===== src/hw/rtl/kcr_pkg.sv =====
// Keyframe color ramp: shared types, field positions, register indexes and
// the built-in default curve. No dependencies; every other file imports it.
package kcr_pkg;

  localparam int unsigned TICK_W   = 16;
  localparam int unsigned BRIGHT_W = 16;
  localparam int unsigned CHAN_W   = 8;
  localparam int unsigned WORD_W   = 56;
  localparam int unsigned CNT_W    = 3;
  localparam int unsigned IDX_W    = 3;
  localparam int unsigned IN_W     = 32;

  // Keyframe word layout
  localparam int unsigned TICK_LSB   = 40;
  localparam int unsigned BRIGHT_LSB = 24;
  localparam int unsigned RED_LSB    = 16;
  localparam int unsigned GREEN_LSB  = 8;
  localparam int unsigned BLUE_LSB   = 0;

  // Register indexes on the write port
  localparam logic [IDX_W-1:0] REG_COUNT = 3'd0;
  localparam logic [IDX_W-1:0] REG_WORD0 = 3'd1;

  // Built-in curve
  localparam logic [CNT_W-1:0] DEFAULT_COUNT = 3'd4;
  localparam int unsigned      DEFAULT_KF    = 4;

  // Interpolation lanes: one divider lane per output field
  localparam int unsigned LANES       = 4;
  localparam int unsigned LANE_BRIGHT = 0;
  localparam int unsigned LANE_RED    = 1;
  localparam int unsigned LANE_GREEN  = 2;
  localparam int unsigned LANE_BLUE   = 3;

  localparam int unsigned QUO_W = BRIGHT_W;     // quotient bits, one per divider stage
  localparam int unsigned DSR_W = TICK_W + 1;   // divisor: den or 2*den
  localparam int unsigned DVD_W = DSR_W + QUO_W; // dividend stays below divisor << QUO_W

  typedef logic [WORD_W-1:0] kf_word_t;

  typedef struct packed {
    logic                            valid;
    logic [LANES-1:0][DVD_W-1:0]     dividend;
    logic [LANES-1:0][DSR_W-1:0]     divisor;
  } div_req_t;

  function automatic kf_word_t pack_kf(input logic [TICK_W-1:0] tick,
                                       input logic [BRIGHT_W-1:0] bright,
                                       input logic [CHAN_W-1:0] r,
                                       input logic [CHAN_W-1:0] g,
                                       input logic [CHAN_W-1:0] b);
    return {tick, bright, r, g, b};
  endfunction

  // Default keyframe k; ticks of keyframes 1..3 are passed in by the caller.
  function automatic kf_word_t def_word(input int unsigned k,
                                        input logic [TICK_W-1:0] t_q1,
                                        input logic [TICK_W-1:0] t_half,
                                        input logic [TICK_W-1:0] t_q3);
    kf_word_t w;
    case (k)
      0: w = pack_kf(16'd0, 16'd18022, 8'd255, 8'd170, 8'd120);
      1: w = pack_kf(t_q1, 16'd32768, 8'd135, 8'd206, 8'd235);
      2: w = pack_kf(t_half, 16'd18022, 8'd255, 8'd130, 8'd90);
      3: w = pack_kf(t_q3, 16'd2621, 8'd12, 8'd14, 8'd34);
      default: w = '0;
    endcase
    return w;
  endfunction

  // Field of a keyframe that feeds a given lane, zero-extended to 16 bits
  function automatic logic [BRIGHT_W-1:0] kf_field(input kf_word_t w, input int unsigned lane);
    logic [BRIGHT_W-1:0] f;
    case (lane)
      LANE_BRIGHT: f = w[BRIGHT_LSB +: BRIGHT_W];
      LANE_RED:    f = {8'd0, w[RED_LSB +: CHAN_W]};
      LANE_GREEN:  f = {8'd0, w[GREEN_LSB +: CHAN_W]};
      LANE_BLUE:   f = {8'd0, w[BLUE_LSB +: CHAN_W]};
      default:     f = '0;
    endcase
    return f;
  endfunction

endpackage


===== src/hw/rtl/kcr_seg.sv =====
// Keyframe color ramp: segment search, operand fetch, lane products and
// dividend build in four register stages. Depends on kcr_pkg.
module kcr_seg import kcr_pkg::*; #(
  parameter int unsigned DAY_TICKS = 24000,
  parameter int unsigned NSLOT     = 4,
  parameter int unsigned NW        = $clog2(NSLOT + 1)
) (
  input  logic              clk_i,
  input  logic              rst_ni,
  input  logic              valid_i,
  input  logic [TICK_W-1:0] tod_i,
  input  logic [NW-1:0]     n_i,
  input  kf_word_t          words_i [NSLOT],
  output div_req_t          req_o
);

  localparam int unsigned       SW    = $clog2(NSLOT);
  localparam logic [TICK_W-1:0] DAY16 = TICK_W'(DAY_TICKS);

  // Segment bounds follow from the keyframe table alone
  logic [TICK_W-1:0] seg_cur [NSLOT];
  logic [TICK_W-1:0] seg_nxt [NSLOT];
  logic [TICK_W-1:0] seg_end [NSLOT];
  logic [SW-1:0]     seg_ib  [NSLOT];
  logic [NSLOT-1:0]  hit_d;

  for (genvar gi = 0; gi < NSLOT; gi++) begin : g_seg
    logic last;
    assign seg_cur[gi] = words_i[gi][TICK_LSB +: TICK_W];
    if (gi == NSLOT - 1) begin : g_tail
      assign seg_nxt[gi] = DAY16;
    end else begin : g_mid
      assign seg_nxt[gi] = words_i[gi + 1][TICK_LSB +: TICK_W];
    end
    assign last        = (n_i == NW'(gi + 1));
    assign seg_end[gi] = last ? DAY16 : seg_nxt[gi];
    assign seg_ib[gi]  = last ? '0 : SW'(gi + 1);
    assign hit_d[gi]   = (NW'(gi) < n_i) && (tod_i >= seg_cur[gi]) && (tod_i < seg_end[gi]);
  end

  // Stage A: hit flags
  logic              va_q;
  logic [NSLOT-1:0]  hit_q;
  logic [TICK_W-1:0] tod_a_q;

  // Stage B: first hit selects the segment; no hit gives keyframe 0 as is
  logic              vb_q;
  logic [TICK_W-1:0] num_d, num_q, den_d, den_q;
  logic [BRIGHT_W-1:0] a_d [LANES];
  logic [BRIGHT_W-1:0] b_d [LANES];
  logic [BRIGHT_W-1:0] a_q [LANES];
  logic [BRIGHT_W-1:0] b_q [LANES];

  always_comb begin
    logic [SW-1:0] sel, ia, ib;
    logic          found;
    sel   = '0;
    found = 1'b0;
    for (int i = 0; i < NSLOT; i++) begin
      if (!found && hit_q[i]) begin
        sel   = SW'(i);
        found = 1'b1;
      end
    end
    ia    = found ? sel : '0;
    ib    = found ? seg_ib[sel] : '0;
    num_d = found ? tod_a_q - seg_cur[sel] : '0;
    den_d = found ? seg_end[sel] - seg_cur[sel] : TICK_W'(1);
    for (int l = 0; l < LANES; l++) begin
      a_d[l] = kf_field(words_i[ia], l);
      b_d[l] = kf_field(words_i[ib], l);
    end
  end

  // Stage C: a*den and |b-a|*num per lane
  logic              vc_q;
  logic [TICK_W-1:0] den_c_q;
  logic [2*TICK_W-1:0] pa_d [LANES];
  logic [2*TICK_W-1:0] pd_d [LANES];
  logic [2*TICK_W-1:0] pa_q [LANES];
  logic [2*TICK_W-1:0] pd_q [LANES];
  logic [LANES-1:0]    neg_d, neg_q;

  always_comb begin
    logic [BRIGHT_W-1:0] diff;
    diff = '0;
    for (int l = 0; l < LANES; l++) begin
      neg_d[l] = (b_q[l] < a_q[l]);
      diff     = neg_d[l] ? a_q[l] - b_q[l] : b_q[l] - a_q[l];
      pa_d[l]  = a_q[l] * den_q;
      pd_d[l]  = diff * num_q;
    end
  end

  // Stage D: dividends; brightness rounds via (2*total + den) / (2*den)
  div_req_t                    req_d;
  logic                        req_valid_q;
  logic [LANES-1:0][DVD_W-1:0] req_dvd_q;
  logic [LANES-1:0][DSR_W-1:0] req_dsr_q;

  always_comb begin
    logic [2*TICK_W-1:0] tot;
    tot          = '0;
    req_d.valid  = vc_q;
    for (int l = 0; l < LANES; l++) begin
      tot = neg_q[l] ? pa_q[l] - pd_q[l] : pa_q[l] + pd_q[l];
      if (l == LANE_BRIGHT) begin
        req_d.dividend[l] = {tot, 1'b0} + DVD_W'(den_c_q);
        req_d.divisor[l]  = {den_c_q, 1'b0};
      end else begin
        req_d.dividend[l] = DVD_W'(tot);
        req_d.divisor[l]  = DSR_W'(den_c_q);
      end
    end
  end

  always_ff @(posedge clk_i or negedge rst_ni) begin
    if (!rst_ni) begin
      va_q <= 1'b0;
      vb_q <= 1'b0;
      vc_q <= 1'b0;
      req_valid_q <= 1'b0;
    end else begin
      va_q <= valid_i;
      vb_q <= va_q;
      vc_q <= vb_q;
      req_valid_q <= req_d.valid;
    end
  end

  always_ff @(posedge clk_i) begin
    hit_q   <= hit_d;
    tod_a_q <= tod_i;
    num_q   <= num_d;
    den_q   <= den_d;
    a_q     <= a_d;
    b_q     <= b_d;
    den_c_q <= den_q;
    pa_q    <= pa_d;
    pd_q    <= pd_d;
    neg_q   <= neg_d;
    req_dvd_q <= req_d.dividend;
    req_dsr_q <= req_d.divisor;
  end

  assign req_o = {req_valid_q, req_dvd_q, req_dsr_q};

  a_frac_below_one: assert property (@(posedge clk_i) disable iff (!rst_ni)
    vb_q |-> (num_q < den_q))
    else $error("segment offset not below segment length");

endmodule


===== config.mk =====
export PLATFORM = sky130hd
export DESIGN_NAME = kcr_seg
export DESIGN_NICKNAME = d
export VERILOG_FILES = /design/src/hw/rtl/kcr_pkg.sv /design/src/hw/rtl/kcr_seg.sv
export SDC_FILE = /design/constraint.sdc
export NUM_CORES = 2
export LEC_CHECK = 0
export BUFFER_PORTS_ARGS = -buffer_cell sky130_fd_sc_hd__buf_2
export CAP_MARGIN = 20
export CELL_PAD_IN_SITES_DETAIL_PLACEMENT = 1
export CELL_PAD_IN_SITES_GLOBAL_PLACEMENT = 2
export CORE_ASPECT_RATIO = 0.6
export CORE_MARGIN = 1.5
export CORE_UTILIZATION = 40
export DETAILED_ROUTE_END_ITERATION = 6
export PLACE_DENSITY = 0.95
export SETUP_SLACK_MARGIN = 0.05
export SKIP_LAST_GASP = 1
export SYNTH_ARGS = -nofsm -noshare
export SYNTH_HDL_FRONTEND = slang
export SYNTH_SLANG_ARGS = --single-unit

===== constraint.sdc =====
create_clock -name clk_i -period 15.25 [get_ports clk_i]
set_input_delay 3.05 -clock clk_i [delete_from_list [all_inputs] [get_ports clk_i]]
set_output_delay 3.05 -clock clk_i [all_outputs]
set_load 0.01 [all_outputs]

==> results by group <==
Run status
  – Status: finished, final reports clean

Setup path
  – Critical-path maximum fanout: 19
  – CP arrival: 11.28 ns
  – Worst Path Buf+Inv: 5
  – Slowest-stage cell, CP: xnor2_2
  – Req. time, crit path: approximately 16 ns
  – CP top delay family: adder cells
  – Slowest stage delay, CP: 0.84 ns
  – Element type at the critical path end: flip-flop
  – Critical path type: flip-flop to flip-flop
  – Worst setup SP type: flip-flop

Routing
  – Drt wl/cell: 22.3 um
  – DRT Pass-1 Iters: 7
  – Post-route ant nets: 0
  – Iteration-0 DRC count of the detailed router: about 4,700
  – Via density: between 5 and 6
  – Final WL: 274 mm
  – Drt drc: 0
  – Routed vias: 66,300

Flow run
  – Max_cap viols: 0

Synth
  – Cells after Synth: 9,307
  – Synth unique cells: 104
  – Ys Warns: 0
  – FFs w/ async S/R, synth: 0.752%
  – Syn Std Cell Area: 81,300 um^2
  – Post-synthesis sequential area ratio: 13.1%
  – Yosys reg bits: 532
  – Post-synth EDFFs: 0
  – Syn Area/Cell: 8.73 um^2
  – Main synth FF type: dfxtp_1

STA
  – Clk_skew: 0.0491 ns
  – Max-slew violation count: 0
  – Final Hold Fails: 0
  – Fmax: about 94 MHz
  – Hold Slack: 0.330 ns
  – RSZ-0062 raised after global routing: no
  – Setup TNS: 0 ns
  – Post-route clock period utilization: 69.8%
  – Worst Max-Slew Pin Slew: 1.21 ns
  – Endpoints failing setup: 0
  – Final min period: ~11 ns
  – Slew headroom: 18.5%

Global route
  – Met2 global-route usage: 41.7%
  – Grt ovf: 0
  – Vias in the first global route: roughly 73,000
  – Pin count of the biggest net entering global routing: around 120
  – Global-route wire length before repair: 429 mm
  – Total track usage: between 20% and 30%
  – M1 GR Usage: between 30% and 40%
  – Top Usage Layer GRT: met2
  – Initial antenna violation count: 21
  – GR Util met3: 4.55%

Clock network
  – Post-CTS Hold Buffers: 0
  – Clock sink total: 532
  – Post-CTS resize count: 0
  – Clock slew at reported path FFs: 0.08 ns
  – Max Buffers Root-to-Sink: 3
  – Htree depth: 2
  – Worst-Skew Late Latency: ~0.73 ns
  – CTS tree: built
  – TritonCTS Buffers: 60
  – CTS root buf: clkbuf_16
  – Post-CTS Setup Inserts: 0

Die
  – DIE HEIGHT: between 300 and 400 um
  – Core ar.: between 200,000 and 250,000 um^2
  – # IOs: 447
  – Die width: about 600 um
  – Site Rows: between 100 and 150
  – Initial Util: 40.5%
  – Die ar.: 206,000 um^2

Place
  – Placer Congestion: 0.915
  – Buffers on Ports: 439
  – Final HPWL DP: ~220 mm
  – Placed Cells: roughly 12,000
  – Dpl cell area: 86,100 um^2

Cells and area
  – Layout net count: 11,900
  – Design Area, Final: 88,300 um^2
  – Layout cells sized above 1: 8.12%
  – Layout area overhead: 8.70%
  – Non-Filler Instances: 12,300

Hold path
  – Hold Crit Class: flip-flop to flip-flop
cells in the final DEF, fill, tap and decap left out, types with 20 or more instances in the layout:
master / Yosys / final
and2_1: 651 / 651
ha_1: 998 / 998
o21a_1: 69 / 69
a21oi_1: 414 / 412
a31oi_1: 97 / 97
and3_1: 77 / 77
buf_4: 59 / 113
nor3_1: 126 / 124
nor2b_1: 134 / 134
nand2b_1: 84 / 83
xor2_1: 93 / 93
buf_2: 10 / 440
xnor2_1: 387 / 380
a21o_1: 157 / 157
dfxtp_2: 0 / 22
nand2_1: 1069 / 1069
a21boi_0: 28 / 28
fa_1: 1159 / 1159
o22ai_1: 53 / 53
o211ai_1: 37 / 37
nor2_1: 382 / 381
mux2i_1: 98 / 97
nand3_1: 76 / 75
inv_1: 1544 / 1544
a211oi_1: 35 / 35
clkbuf_16: 0 / 60
o21ai_0: 205 / 204
or3_1: 33 / 33
nor4_1: 21 / 20
dfxtp_1: 528 / 506
o21bai_1: 53 / 53
kinds of logic after synthesis:
group / after synthesis / synth area share, %
compound gates: 1310 / 10.3
xor+xnor: 480 / 5.17
fa+ha+maj: 2157 / 43.9
buf+inv: 1952 / 9.32
flops: 532 / 13.1
mux: 115 / 1.44
other cells: 1 / 0.00461
simple gates: 2760 / 16.7
final timing paths:
check / from / endpoint / slack [ns] / cells after the start
worst max register to register: a_q[49] / pd_q[125] / 4.61 / 35
max in group asynchronous: rst_ni / req_valid_q / 13.00 / 1
worst min register to register: den_c_q[0] / req_o[68] / 0.33 / 0
worst min-delay path: den_c_q[0] / req_o[68] / 0.33 / 0
worst max-delay path: a_q[49] / pd_q[125] / 4.61 / 35
min in group asynchronous: rst_ni / va_q / 2.14 / 1
sequential cells by signal, indices dropped and copies added, names as in the netlist, 4 cells and up:
register	count
pa_q	104
req_o	144
a_q	40
num_q	16
den_c_q	16
pd_q	128
neg_q	4
b_q	40
den_q	16
tod_a_q	16
hit_q	4
stage by stage:
stage	worst slack (ns)	util, %
after global routing	3.88	44.0
final	4.61	44.0
after detailed placement	4.80	42.9
after global placement	5.25	42.9
after floorplan	6.25	-
after CTS	4.75	44.0
routing by layer:
metal / up-vias / part of all wire, % / wire length, um
li1: 29900 / - / -
met2: 2101 / 44 / 120000
met3: 358 / 7.5 / 20400
met4: 4 / 3.1 / 8480
met5: - / 0.0099 / 27
met1: 33900 / 46 / 125000
Yosys cell counts, drive strengths merged (36+ instances only):
cell,count,share of area [%]
nand2,1069,4.9
a211oi,36,0.34
o21ai,215,1.3
a21o,157,1.5
inv,1544,7.1
o21bai,53,0.49
o21a,69,0.64
nor3,128,0.81
ha,998,15
o22ai,53,0.41
a21oi,417,2.6
xor2,93,1.0
mux2i,98,1.2
nor2,384,1.8
and2,652,5.0
a31oi,98,0.76
nor2b,134,1.0
dfxtp,528,13
clkbuf,321,1.5
nand2b,84,0.65
and3,77,0.59
fa,1159,29
buf,84,0.69
o211ai,37,0.34
nand3,78,0.49
xnor2,387,4.2
area by class of cell:
class | count | area, um^2
timing repair buffer | 556 | 3090
inverter | 1547 | 5810
antenna | 8 | 20.0
clock inverter | 43 | 576
sequential | 532 | 10700
clock buffer | 69 | 1590
fill | 23700 | 113000
multi-input combinational | 6829 | 63200
tap | 2709 | 3390
Power is left out: the tool's default activity adds up to more than one toggle a clock period on the data nets, which glitch-free logic cannot reach.
