**config.mk**
```make
export PLATFORM = sky130hd
export DESIGN_NAME = kcr_mod
export DESIGN_NICKNAME = d
export VERILOG_FILES = /design/src/hw/rtl/kcr_pkg.sv /design/src/hw/rtl/kcr_mod.sv
export SDC_FILE = /design/constraint.sdc
export NUM_CORES = 1
export LEC_CHECK = 0
export BUFFER_PORTS_ARGS = -buffer_cell sky130_fd_sc_hd__buf_2
export CORE_MARGIN = 3
export CORE_UTILIZATION = 28
export CTS_CLUSTER_DIAMETER = 40
export DETAILED_ROUTE_END_ITERATION = 10
export PLACE_DENSITY = 0.44
export SETUP_SLACK_MARGIN = 0.2
export SYNTH_ARGS = -nofsm -noshare
export SYNTH_HDL_FRONTEND = slang
export SYNTH_SLANG_ARGS = --single-unit
```
**constraint.sdc**
```tcl
create_clock -name clk_i -period 3.75 [get_ports clk_i]
set_input_delay 0.75 -clock clk_i [delete_from_list [all_inputs] [get_ports clk_i]]
set_output_delay 0.75 -clock clk_i [all_outputs]
set_load 0.01 [all_outputs]
```
**src/hw/rtl/kcr_pkg.sv**
```systemverilog
// Keyframe color ramp: shared types, field positions, register indexes and
// the built-in default curve. No dependencies; every other file imports it.
package kcr_pkg;

  localparam int unsigned TICK_W   = 16;
  localparam int unsigned BRIGHT_W = 16;
  localparam int unsigned CHAN_W   = 8;
  localparam int unsigned WORD_W   = 56;
  localparam int unsigned CNT_W    = 3;
  localparam int unsigned IDX_W    = 3;
  localparam int unsigned IN_W     = 32;

  // Keyframe word layout
  localparam int unsigned TICK_LSB   = 40;
  localparam int unsigned BRIGHT_LSB = 24;
  localparam int unsigned RED_LSB    = 16;
  localparam int unsigned GREEN_LSB  = 8;
  localparam int unsigned BLUE_LSB   = 0;

  // Register indexes on the write port
  localparam logic [IDX_W-1:0] REG_COUNT = 3'd0;
  localparam logic [IDX_W-1:0] REG_WORD0 = 3'd1;

  // Built-in curve
  localparam logic [CNT_W-1:0] DEFAULT_COUNT = 3'd4;
  localparam int unsigned      DEFAULT_KF    = 4;

  // Interpolation lanes: one divider lane per output field
  localparam int unsigned LANES       = 4;
  localparam int unsigned LANE_BRIGHT = 0;
  localparam int unsigned LANE_RED    = 1;
  localparam int unsigned LANE_GREEN  = 2;
  localparam int unsigned LANE_BLUE   = 3;

  localparam int unsigned QUO_W = BRIGHT_W;     // quotient bits, one per divider stage
  localparam int unsigned DSR_W = TICK_W + 1;   // divisor: den or 2*den
  localparam int unsigned DVD_W = DSR_W + QUO_W; // dividend stays below divisor << QUO_W

  typedef logic [WORD_W-1:0] kf_word_t;

  typedef struct packed {
    logic                            valid;
    logic [LANES-1:0][DVD_W-1:0]     dividend;
    logic [LANES-1:0][DSR_W-1:0]     divisor;
  } div_req_t;

  function automatic kf_word_t pack_kf(input logic [TICK_W-1:0] tick,
                                       input logic [BRIGHT_W-1:0] bright,
                                       input logic [CHAN_W-1:0] r,
                                       input logic [CHAN_W-1:0] g,
                                       input logic [CHAN_W-1:0] b);
    return {tick, bright, r, g, b};
  endfunction

  // Default keyframe k; ticks of keyframes 1..3 are passed in by the caller.
  function automatic kf_word_t def_word(input int unsigned k,
                                        input logic [TICK_W-1:0] t_q1,
                                        input logic [TICK_W-1:0] t_half,
                                        input logic [TICK_W-1:0] t_q3);
    kf_word_t w;
    case (k)
      0: w = pack_kf(16'd0, 16'd18022, 8'd255, 8'd170, 8'd120);
      1: w = pack_kf(t_q1, 16'd32768, 8'd135, 8'd206, 8'd235);
      2: w = pack_kf(t_half, 16'd18022, 8'd255, 8'd130, 8'd90);
      3: w = pack_kf(t_q3, 16'd2621, 8'd12, 8'd14, 8'd34);
      default: w = '0;
    endcase
    return w;
  endfunction

  // Field of a keyframe that feeds a given lane, zero-extended to 16 bits
  function automatic logic [BRIGHT_W-1:0] kf_field(input kf_word_t w, input int unsigned lane);
    logic [BRIGHT_W-1:0] f;
    case (lane)
      LANE_BRIGHT: f = w[BRIGHT_LSB +: BRIGHT_W];
      LANE_RED:    f = {8'd0, w[RED_LSB +: CHAN_W]};
      LANE_GREEN:  f = {8'd0, w[GREEN_LSB +: CHAN_W]};
      LANE_BLUE:   f = {8'd0, w[BLUE_LSB +: CHAN_W]};
      default:     f = '0;
    endcase
    return f;
  endfunction

endpackage

```
**src/hw/rtl/kcr_mod.sv**
```systemverilog
// Keyframe color ramp: three-stage reduction of the tick count modulo the
// day length by reciprocal multiply and one correction. Depends on kcr_pkg.
module kcr_mod import kcr_pkg::*; #(
  parameter int unsigned DAY_TICKS = 24000
) (
  input  logic              clk_i,
  input  logic              rst_ni,
  input  logic              valid_i,
  input  logic [IN_W-1:0]   tick_i,
  output logic              valid_o,
  output logic [TICK_W-1:0] tod_o
);

  localparam logic [63:0]       RECIP64 = 64'h1_0000_0000 / 64'(DAY_TICKS);
  localparam logic [31:0]       RECIP   = RECIP64[31:0];
  localparam logic [TICK_W-1:0] DAY16   = TICK_W'(DAY_TICKS);
  localparam logic [TICK_W:0]   DAY17   = (TICK_W + 1)'(DAY_TICKS);

  logic              v1_q, v2_q, v3_q;
  logic [IN_W-1:0]   tick1_q, tick2_q;
  logic [63:0]       prod1_d, prod1_q;
  logic [47:0]       qd_full;
  logic [IN_W-1:0]   qd2_q;
  logic [IN_W-1:0]   r0;
  logic [TICK_W:0]   rmod;
  logic [TICK_W-1:0] tod3_d, tod3_q;

  // Quotient estimate is the true quotient or one less
  assign prod1_d = tick_i * RECIP;
  assign qd_full = prod1_q[63:32] * DAY16;

  // Residue lies below twice the day length: one compare and subtract
  always_comb begin
    r0     = tick2_q - qd2_q;
    rmod   = (r0[TICK_W:0] >= DAY17) ? r0[TICK_W:0] - DAY17 : r0[TICK_W:0];
    tod3_d = rmod[TICK_W-1:0];
  end

  always_ff @(posedge clk_i or negedge rst_ni) begin
    if (!rst_ni) begin
      v1_q <= 1'b0;
      v2_q <= 1'b0;
      v3_q <= 1'b0;
    end else begin
      v1_q <= valid_i;
      v2_q <= v1_q;
      v3_q <= v2_q;
    end
  end

  always_ff @(posedge clk_i) begin
    tick1_q <= tick_i;
    prod1_q <= prod1_d;
    tick2_q <= tick1_q;
    qd2_q   <= qd_full[IN_W-1:0];
    tod3_q  <= tod3_d;
  end

  assign valid_o = v3_q;
  assign tod_o   = tod3_q;

  a_est_not_above: assert property (@(posedge clk_i) disable iff (!rst_ni)
    v2_q |-> (qd2_q <= tick2_q))
    else $error("quotient estimate above true quotient");

  a_tod_range: assert property (@(posedge clk_i) disable iff (!rst_ni)
    v3_q |-> (tod3_q < DAY16))
    else $error("reduced tick not below day length");

endmodule

```
==> reports/results.tsv, run 1 <==
stage	metric	value	unit
outcome	status	finished, violations left	
outcome	violations	negative setup slack	
yosys	ys_ff_latch	75	
cells_and_area	final_cell_mix	inv_1, fa_1, ha_1	
sta	setup_viol	11	
floorplan	core_area	0.0423	sq mm
yosys	synth_fa_ha_area_share	57.1	%
yosys	syn_area_per_cell	9.82	sq um
yosys	yosysWarnings	0	
sta	min_period	5.13	ns
setup_path	crit_arrival	5.39	ns
clock_network	clkLatencyLatePin	0.33	ns
yosys	seq_area_frac_synth	12.5	%
global_routing	gr-usage-met3	1.02	%
setup_path	cp_top_family	adder cells	
floorplan	dieArea	0.0457	sq mm
setup_path	crit_path_max_incr_delay	0.59	ns
global_routing	grt_pass1_vias	9447	
flow_run	drv_cap	0	
yosys	synth_compound_area_share	8.88	%
floorplan	initial_utilization	28.6	%
global_routing	grt.busiest_layer	met2	
cells_and_area	drive_gt1_share	28.7	%
setup_path	startpoint_type	input port	
global_routing	grt_max_degree	16	
setup_path	rr_endpoint	qd2_q[16]$_DFF_P_	
yosys	synth_top_family_by_area	adder cells	
clock_network	cts_tree	built	
cells_and_area	seq_area	0.00152	sq mm
setup_path	r2r_setup_slack	0.27	ns
placement	portBuffers	51	
yosys	synthTopCellsByArea	fa_1, ha_1, inv_1, dfxtp_1, xnor2_1	
yosys	synth_top_area_share	33.4	%
cells_and_area	multi_input_area	0.00999	sq mm
sta	fin_ws	-1.38	ns
min_path	hp-class	input port to async pin	
yosys	yosys-mux-area-fraction	0.207	%
global_routing	met2_usage	23.5	%
setup_path	crit_path_max_fanout	4	
setup_path	critPathSlowestCell	fa_2	
cells_and_area	final_common_cell	inv_1	
clock_network	cts_num_sinks	75	
clock_network	numCtsBuffers	9	
setup_path	path_cells	buf_12 -> ha_4 -> buf_12 -> fa_1 -> fa_2 -> fa_1 -> fa_1 -> inv_1 -> fa_1 -> inv_2 -> ha_4 -> buf_4 -> nand3_1 -> or4_4 -> a211oi_2 -> nor3_2 -> o21ai_1 -> xnor2_1	
yosys	synth_edf_count	0	
yosys	async_reset_ff_share	4.00	%
global_routing	grt_pass1_wl	48800	microns
sta	fin_crit_sh	137	%
setup_path	end_kind	register	
setup_path	path_buf_inv	5	
floorplan	core.rowCount	75	
sta	final-hold-violation-count	0	
route	routed_wl	28900	microns
route	num_vias	8514	
floorplan	fp.dieW	214	microns
route	dr.pass1.iters	4	
cells_and_area	fin_util	37.3	%
sta	worst-slew-pin-transition	0.522	ns
yosys	synth_area_leader_cell	fa_1	
setup_path	crit_top_cell	fa_1	
clock_network	clkTransAtPathRegs	0.06	ns
floorplan	die_h	214	microns
placement	gp_congestion	0.815	
cells_and_area	fillers	4334	
setup_path	criticalPathCategory	input port to register	
setup_path	cp.required	4.01	ns
clock_network	ctsRootBufferMaster	clkbuf_16	
yosys	netlist_instances	1231	
global_routing	overflow	0	
cells_and_area	finalInstanceArea	0.0158	sq mm
placement	dpl_cell_area	0.0148	sq mm
clock_network	cts_buffer_depth	2	
cells_and_area	num-nets-final	1920	
yosys	synth_xor_area_share	3.83	%
floorplan	io_pins	52	
sta	finClkSkew	0.00586	ns
yosys	syn-num-nets	1697	
yosys	ys.flop_type	dfxtp_1	
route	drt_iter0_markers	283	
clock_network	cts_max_level	3	
cells_and_area	diodes	0	
sta	relSlewSlack	64.9	%
sta	fin_setup_tns	-14.19	ns
route	via_per_inst	4.18	
setup_path	ff2ff_path_depth	13	
yosys	synthesis.area	0.0121	sq mm
global_routing	grtUsageTotal	13.5	%
yosys	synthSimpleGateAreaFrac	4.94	%
sta	maxSlewViolCount	0	
global_routing	grt.met1_usage	18.3	%
placement	hpwl	26000	microns
global_routing	antenna_found_initial	1	
sta	max_freq	195	MHz
cells_and_area	synthToLayoutAreaGrowth	30.5	%
route	antenna_left	0	
route	wl_per_cell	14.2	microns
setup_path	r2r_start	prod1_q[39]$_DFF_P_	
route	drc	0	
yosys	ys_types	74	
sta	rsz0062_at_grt	yes	
## layout make-up
class                   count  area share, %
clock buffers              11           1.54
well taps                 577           4.57
flip-flops and latches     75           9.63
repair buffers            222           11.3
multi-input cells         756           63.3
inverters                 390           9.27
clock inverters             5          0.388
## repair_timing
action	4_1_cts	5_1_grt
endpoints found under the setup margin	12	13
resized for setup	97	47
hold buffers	0	0
buffers inserted	14	4
pin swaps	61	42
## cell usage after synthesis (all sizes together) (5+ instances only)
cell type / number
and2: 7
ha: 229
xor2: 14
a21oi: 48
nand3: 16
a21o: 21
o21ai: 27
o21a: 5
nand2: 27
a311oi: 5
buf: 5
nor2: 25
nor2b: 5
a211oi: 10
clkbuf: 5
dfxtp: 72
nor3: 8
and3: 5
fa: 202
inv: 390
xnor2: 38
## worst register-to-register path, delay by kind of cell, from the launching register on
kind                     cells  cell delay [ns]
AO/OA/AOI/OAI                2             0.24
XOR/XNOR                     1             0.13
adder cells (fa/ha/maj)      5             2.18
buffers and inverters        3             0.20
flip-flops                   1             0.46
AND/OR/NAND/NOR              2             0.21
## worst max-delay path by stage
stage                     depth (start not counted)                   to  startpoint  slack (ns)
after floorplan                                  17  prod1_q[38]$_DFF_P_  tick_i[22]       -1.36
after global placement                           19  prod1_q[42]$_DFF_P_  tick_i[10]       -1.94
after detailed placement                         19  prod1_q[36]$_DFF_P_  tick_i[10]       -1.92
final                                            18  prod1_q[38]$_DFF_P_  tick_i[11]       -1.38
after global routing                             20  prod1_q[39]$_DFF_P_  tick_i[11]       -1.50
after CTS                                        19  prod1_q[42]$_DFF_P_  tick_i[21]       -1.37
## per-stage QoR
step	worst slack, ns	hold slack (ns)	instances
global placement	-1.94	0.311	2002
CTS	-1.37	0.181	2032
global route	-1.50	0.190	2036
finish	-1.38	0.200	2036
floorplan	-1.36	0.310	1231
detailed placement	-1.92	0.312	2002
## registers in the layout (all words and copies together) (netlist names)
signal	flops
qd2_q	11
tick1_q	17
v2_q	1
valid_o	1
prod1_q	11
tod_o	16
tick2_q	17
v1_q	1
## routing by layer
| layer | wire, microns | vias to the layer above |
|---|---|---|
| li1 | - | 4283 |
| met1 | 13900 | 4119 |
| met2 | 13900 | 84 |
| met3 | 586 | 28 |
| met4 | 501 | 0 |
| met5 | 0 | - |
## cells by family (layout without fill, tap and decap cells)
group | Yosys count | count (layout)
AO/OA/AOI/OAI | 157 | 157
XOR/XNOR | 52 | 52
adder cells (fa/ha/maj) | 431 | 431
buffers and inverters | 400 | 628
flip-flops | 75 | 75
multiplexers | 2 | 2
AND/OR/NAND/NOR | 114 | 114
Power of run 1 is left out: the tool's default activity adds up to more than one toggle a clock period on the data nets, which glitch-free logic cannot reach.
==> run 2: changes to the inputs <==
--- a/config.mk
+++ b/config.mk
@@ -8,10 +8,10 @@
 export BUFFER_PORTS_ARGS = -buffer_cell sky130_fd_sc_hd__buf_2
 export CORE_MARGIN = 3
 export CORE_UTILIZATION = 28
+export CTS_BUF_LIST = sky130_fd_sc_hd__clkbuf_4 sky130_fd_sc_hd__clkbuf_8
 export CTS_CLUSTER_DIAMETER = 40
 export DETAILED_ROUTE_END_ITERATION = 10
 export PLACE_DENSITY = 0.44
-export SETUP_SLACK_MARGIN = 0.2
 export SYNTH_ARGS = -nofsm -noshare
 export SYNTH_HDL_FRONTEND = slang
 export SYNTH_SLANG_ARGS = --single-unit
==> run 2 against run 1 <==
  * The flow still finishes with violations (negative setup slack)
  * Count of clock-buffer cells in the layout unchanged
  * Sequential cell count unchanged
  * Register-to-register slack got worse by 0.03 ns
  * Routed wire length decreased by 0.46%
  * Utilization decreased by 0.33 points
  * Via count decreased by 0.13%
  * Non-clock buffer count decreased by 3
  * Worst hold slack got worse by 0.028 ns
  * Setup slack improved by 0.045 ns
  * Final area decreased by 0.90%
  * Final cell count decreased by 0.15%
  * Clock skew increased by 0.0070 ns
  * Critical path type unchanged
==> reports/results.tsv, run 2 (synthesis gave the netlist of run 1 again) <==
stage	metric	value	unit	change
setup_path	end_kind	register		unchanged
route	wl_met3	440	microns	was 586 microns
setup_path	crit_path_max_fanout	4		unchanged
cells_and_area	diodes	0		unchanged
setup_path	r2r_start	prod1_q[37]$_DFF_P_		was prod1_q[39]$_DFF_P_
route	drt_iter0_markers	264		was 283
setup_path	rr_endpoint	qd2_q[16]$_DFF_P_		unchanged
sta	max_freq	197	MHz	was 195 MHz
setup_path	crit_arrival	5.33	ns	was 5.39 ns
sta	rsz0062_at_grt	yes		unchanged
setup_path	cp.required	4.00	ns	was 4.01 ns
route	drc	0		unchanged
sta	min_period	5.08	ns	was 5.13 ns
clock_network	clkLatencyLatePin	0.36	ns	was 0.33 ns
setup_path	crit_path_max_incr_delay	0.59	ns	about the same
route	routed_wl	28800	microns	was 28900 microns
global_routing	overflow	0		unchanged
setup_path	crit_top_cell	fa_1		unchanged
sta	relSlewSlack	62.3	%	was 64.9%
sta	fin_ws	-1.33	ns	was -1.38 ns
global_routing	grtUsageTotal	13.4	%	was 13.5%
setup_path	startpoint_type	input port		unchanged
setup_path	critPathSlowestCell	fa_2		unchanged
global_routing	grt_max_degree	16		unchanged
cells_and_area	synthToLayoutAreaGrowth	29.4	%	was 30.5%
cells_and_area	drive_gt1_share	28.3	%	was 28.7%
cells_and_area	final_cell_mix	inv_1, fa_1, ha_1		unchanged
placement	place_ws	-1.92	ns	unchanged
setup_path	cp_top_family	adder cells		unchanged
route	wl_met1	14000	microns	was 13900 microns
placement	hpwl	26000	microns	unchanged
route	dr.pass1.iters	4		unchanged
sta	maxSlewViolCount	0		unchanged
floorplan	core_area	0.0423	sq mm	unchanged
clock_network	cts_max_level	3		unchanged
global_routing	grt_pass1_vias	9390		was 9447
sta	finClkSkew	0.0129	ns	was 0.00586 ns
cells_and_area	num-nets-final	1917		was 1920
flow_run	drv_cap	0		unchanged
floorplan	io_pins	52		unchanged
min_path	hp-class	input port to async pin		unchanged
floorplan	die_h	214	microns	unchanged
route	wl_per_cell	14.2	microns	about the same
setup_path	r2r_setup_slack	0.24	ns	was 0.27 ns
route	num_vias	8503		was 8514
sta	setup_viol	11		unchanged
floorplan	initial_utilization	28.6	%	unchanged
clock_network	cts_tree	built		unchanged
clock_network	ctsRootBufferMaster	clkbuf_8		was clkbuf_16
outcome	status	finished, violations left		unchanged
sta	fin_crit_sh	136	%	was 137%
cells_and_area	fillers	4365		was 4334
cells_and_area	final_common_cell	inv_1		unchanged
placement	gp_congestion	0.815		unchanged
sta	final-hold-violation-count	0		unchanged
clock_network	numCtsBuffers	9		unchanged
sta	worst-slew-pin-transition	0.561	ns	was 0.522 ns
floorplan	core.rowCount	75		unchanged
outcome	violations	negative setup slack		unchanged
global_routing	grt_pass1_wl	48500	microns	was 48800 microns
setup_path	crit_start	tick_i[11]		unchanged
floorplan	fp.dieW	214	microns	unchanged
floorplan	dieArea	0.0457	sq mm	unchanged
route	dr.max_layer_used	met4		unchanged
placement	portBuffers	51		unchanged
setup_path	ff2ff_path_depth	13		unchanged
setup_path	path_buf_inv	6		was 5
setup_path	path_cells	buf_12 -> ha_4 -> buf_12 -> fa_1 -> fa_2 -> fa_1 -> fa_1 -> inv_1 -> fa_1 -> inv_2 -> ha_4 -> buf_6 -> nand3_1 -> or4_4 -> a211oi_2 -> nor3_2 -> buf_4 -> xnor2_1		was buf_12 -> ha_4 -> buf_12 -> fa_1 -> fa_2 -> fa_1 -> fa_1 -> inv_1 -> fa_1 -> inv_2 -> ha_4 -> buf_4 -> nand3_1 -> or4_4 -> a211oi_2 -> nor3_2 -> o21ai_1 -> xnor2_1
route	antenna_left	0		unchanged
route	via_per_inst	4.18		about the same
clock_network	cts_num_sinks	75		unchanged
clock_network	cts_buffer_depth	2		unchanged
route	wl_met2	13900	microns	about the same
setup_path	criticalPathCategory	input port to register		unchanged
clock_network	clkTransAtPathRegs	0.08	ns	was 0.06 ns
global_routing	antenna_found_initial	1		unchanged
run 2: how the worst max path moves through the flow:
stage / to / cells past startpoint
global route: prod1_q[39]$_DFF_P_ / 19
floorplan: prod1_q[38]$_DFF_P_ / 17
finish: prod1_q[34]$_DFF_P_ / 18
global placement: prod1_q[42]$_DFF_P_ / 19
CTS: prod1_q[42]$_DFF_P_ / 19
detailed placement: prod1_q[36]$_DFF_P_ / 19
run 2: cell type report:
cell class,instances,area (sq um),share of cell area [%]
well taps,577,722,4.62
inverters,390,1470,9.37
flip-flops and latches,75,1520,9.71
clock buffers,11,145,0.928
clock inverters,5,61.3,0.392
multi-input cells,756,9980,63.8
repair buffers,219,1750,11.2
run 2: per-stage QoR:
step | setup TNS (ns) | cells | utilization, % | hold slack [ns] | area (sq um)
CTS | -14.00 | 2030 | 36.5 | 0.147 | 15500
floorplan | -13.76 | 1231 | - | 0.310 | 12700
global route | -15.72 | 2033 | 37.0 | 0.152 | 15600
detailed placement | -20.32 | 2002 | 34.9 | 0.312 | 14800
finish | -14.10 | 2033 | 37.0 | 0.172 | 15600
global placement | -20.41 | 2002 | 34.9 | 0.311 | 14800
run 2: per-layer routing:
metal	vias up	GRT usage, %
li1	4285	-
met1	4122	18.3
met2	66	23.4
met3	30	0.995
met4	0	2.94
met5	-	0
run 2: what timing repair did:
action	in CTS	in global routing
endpoints found under the setup margin	11	12
resized for setup	95	39
setup buffers	12	3
hold buffers	0	0
pin swaps	58	36
run 2: worst register-to-register path, stage by stage (launching register included):
cell and delay (ns):
dfxtp_2 0.38, fa_1 0.54, inv_1 0.05, fa_1 0.48, fa_1 0.50, fa_1 0.49, inv_1 0.04, ha_1 0.29
inv_1 0.08, nor2_1 0.04, nor2_1 0.16, o21bai_1 0.08, a21oi_1 0.17, xnor2_1 0.13
Power of run 2 is left out for the same reason.
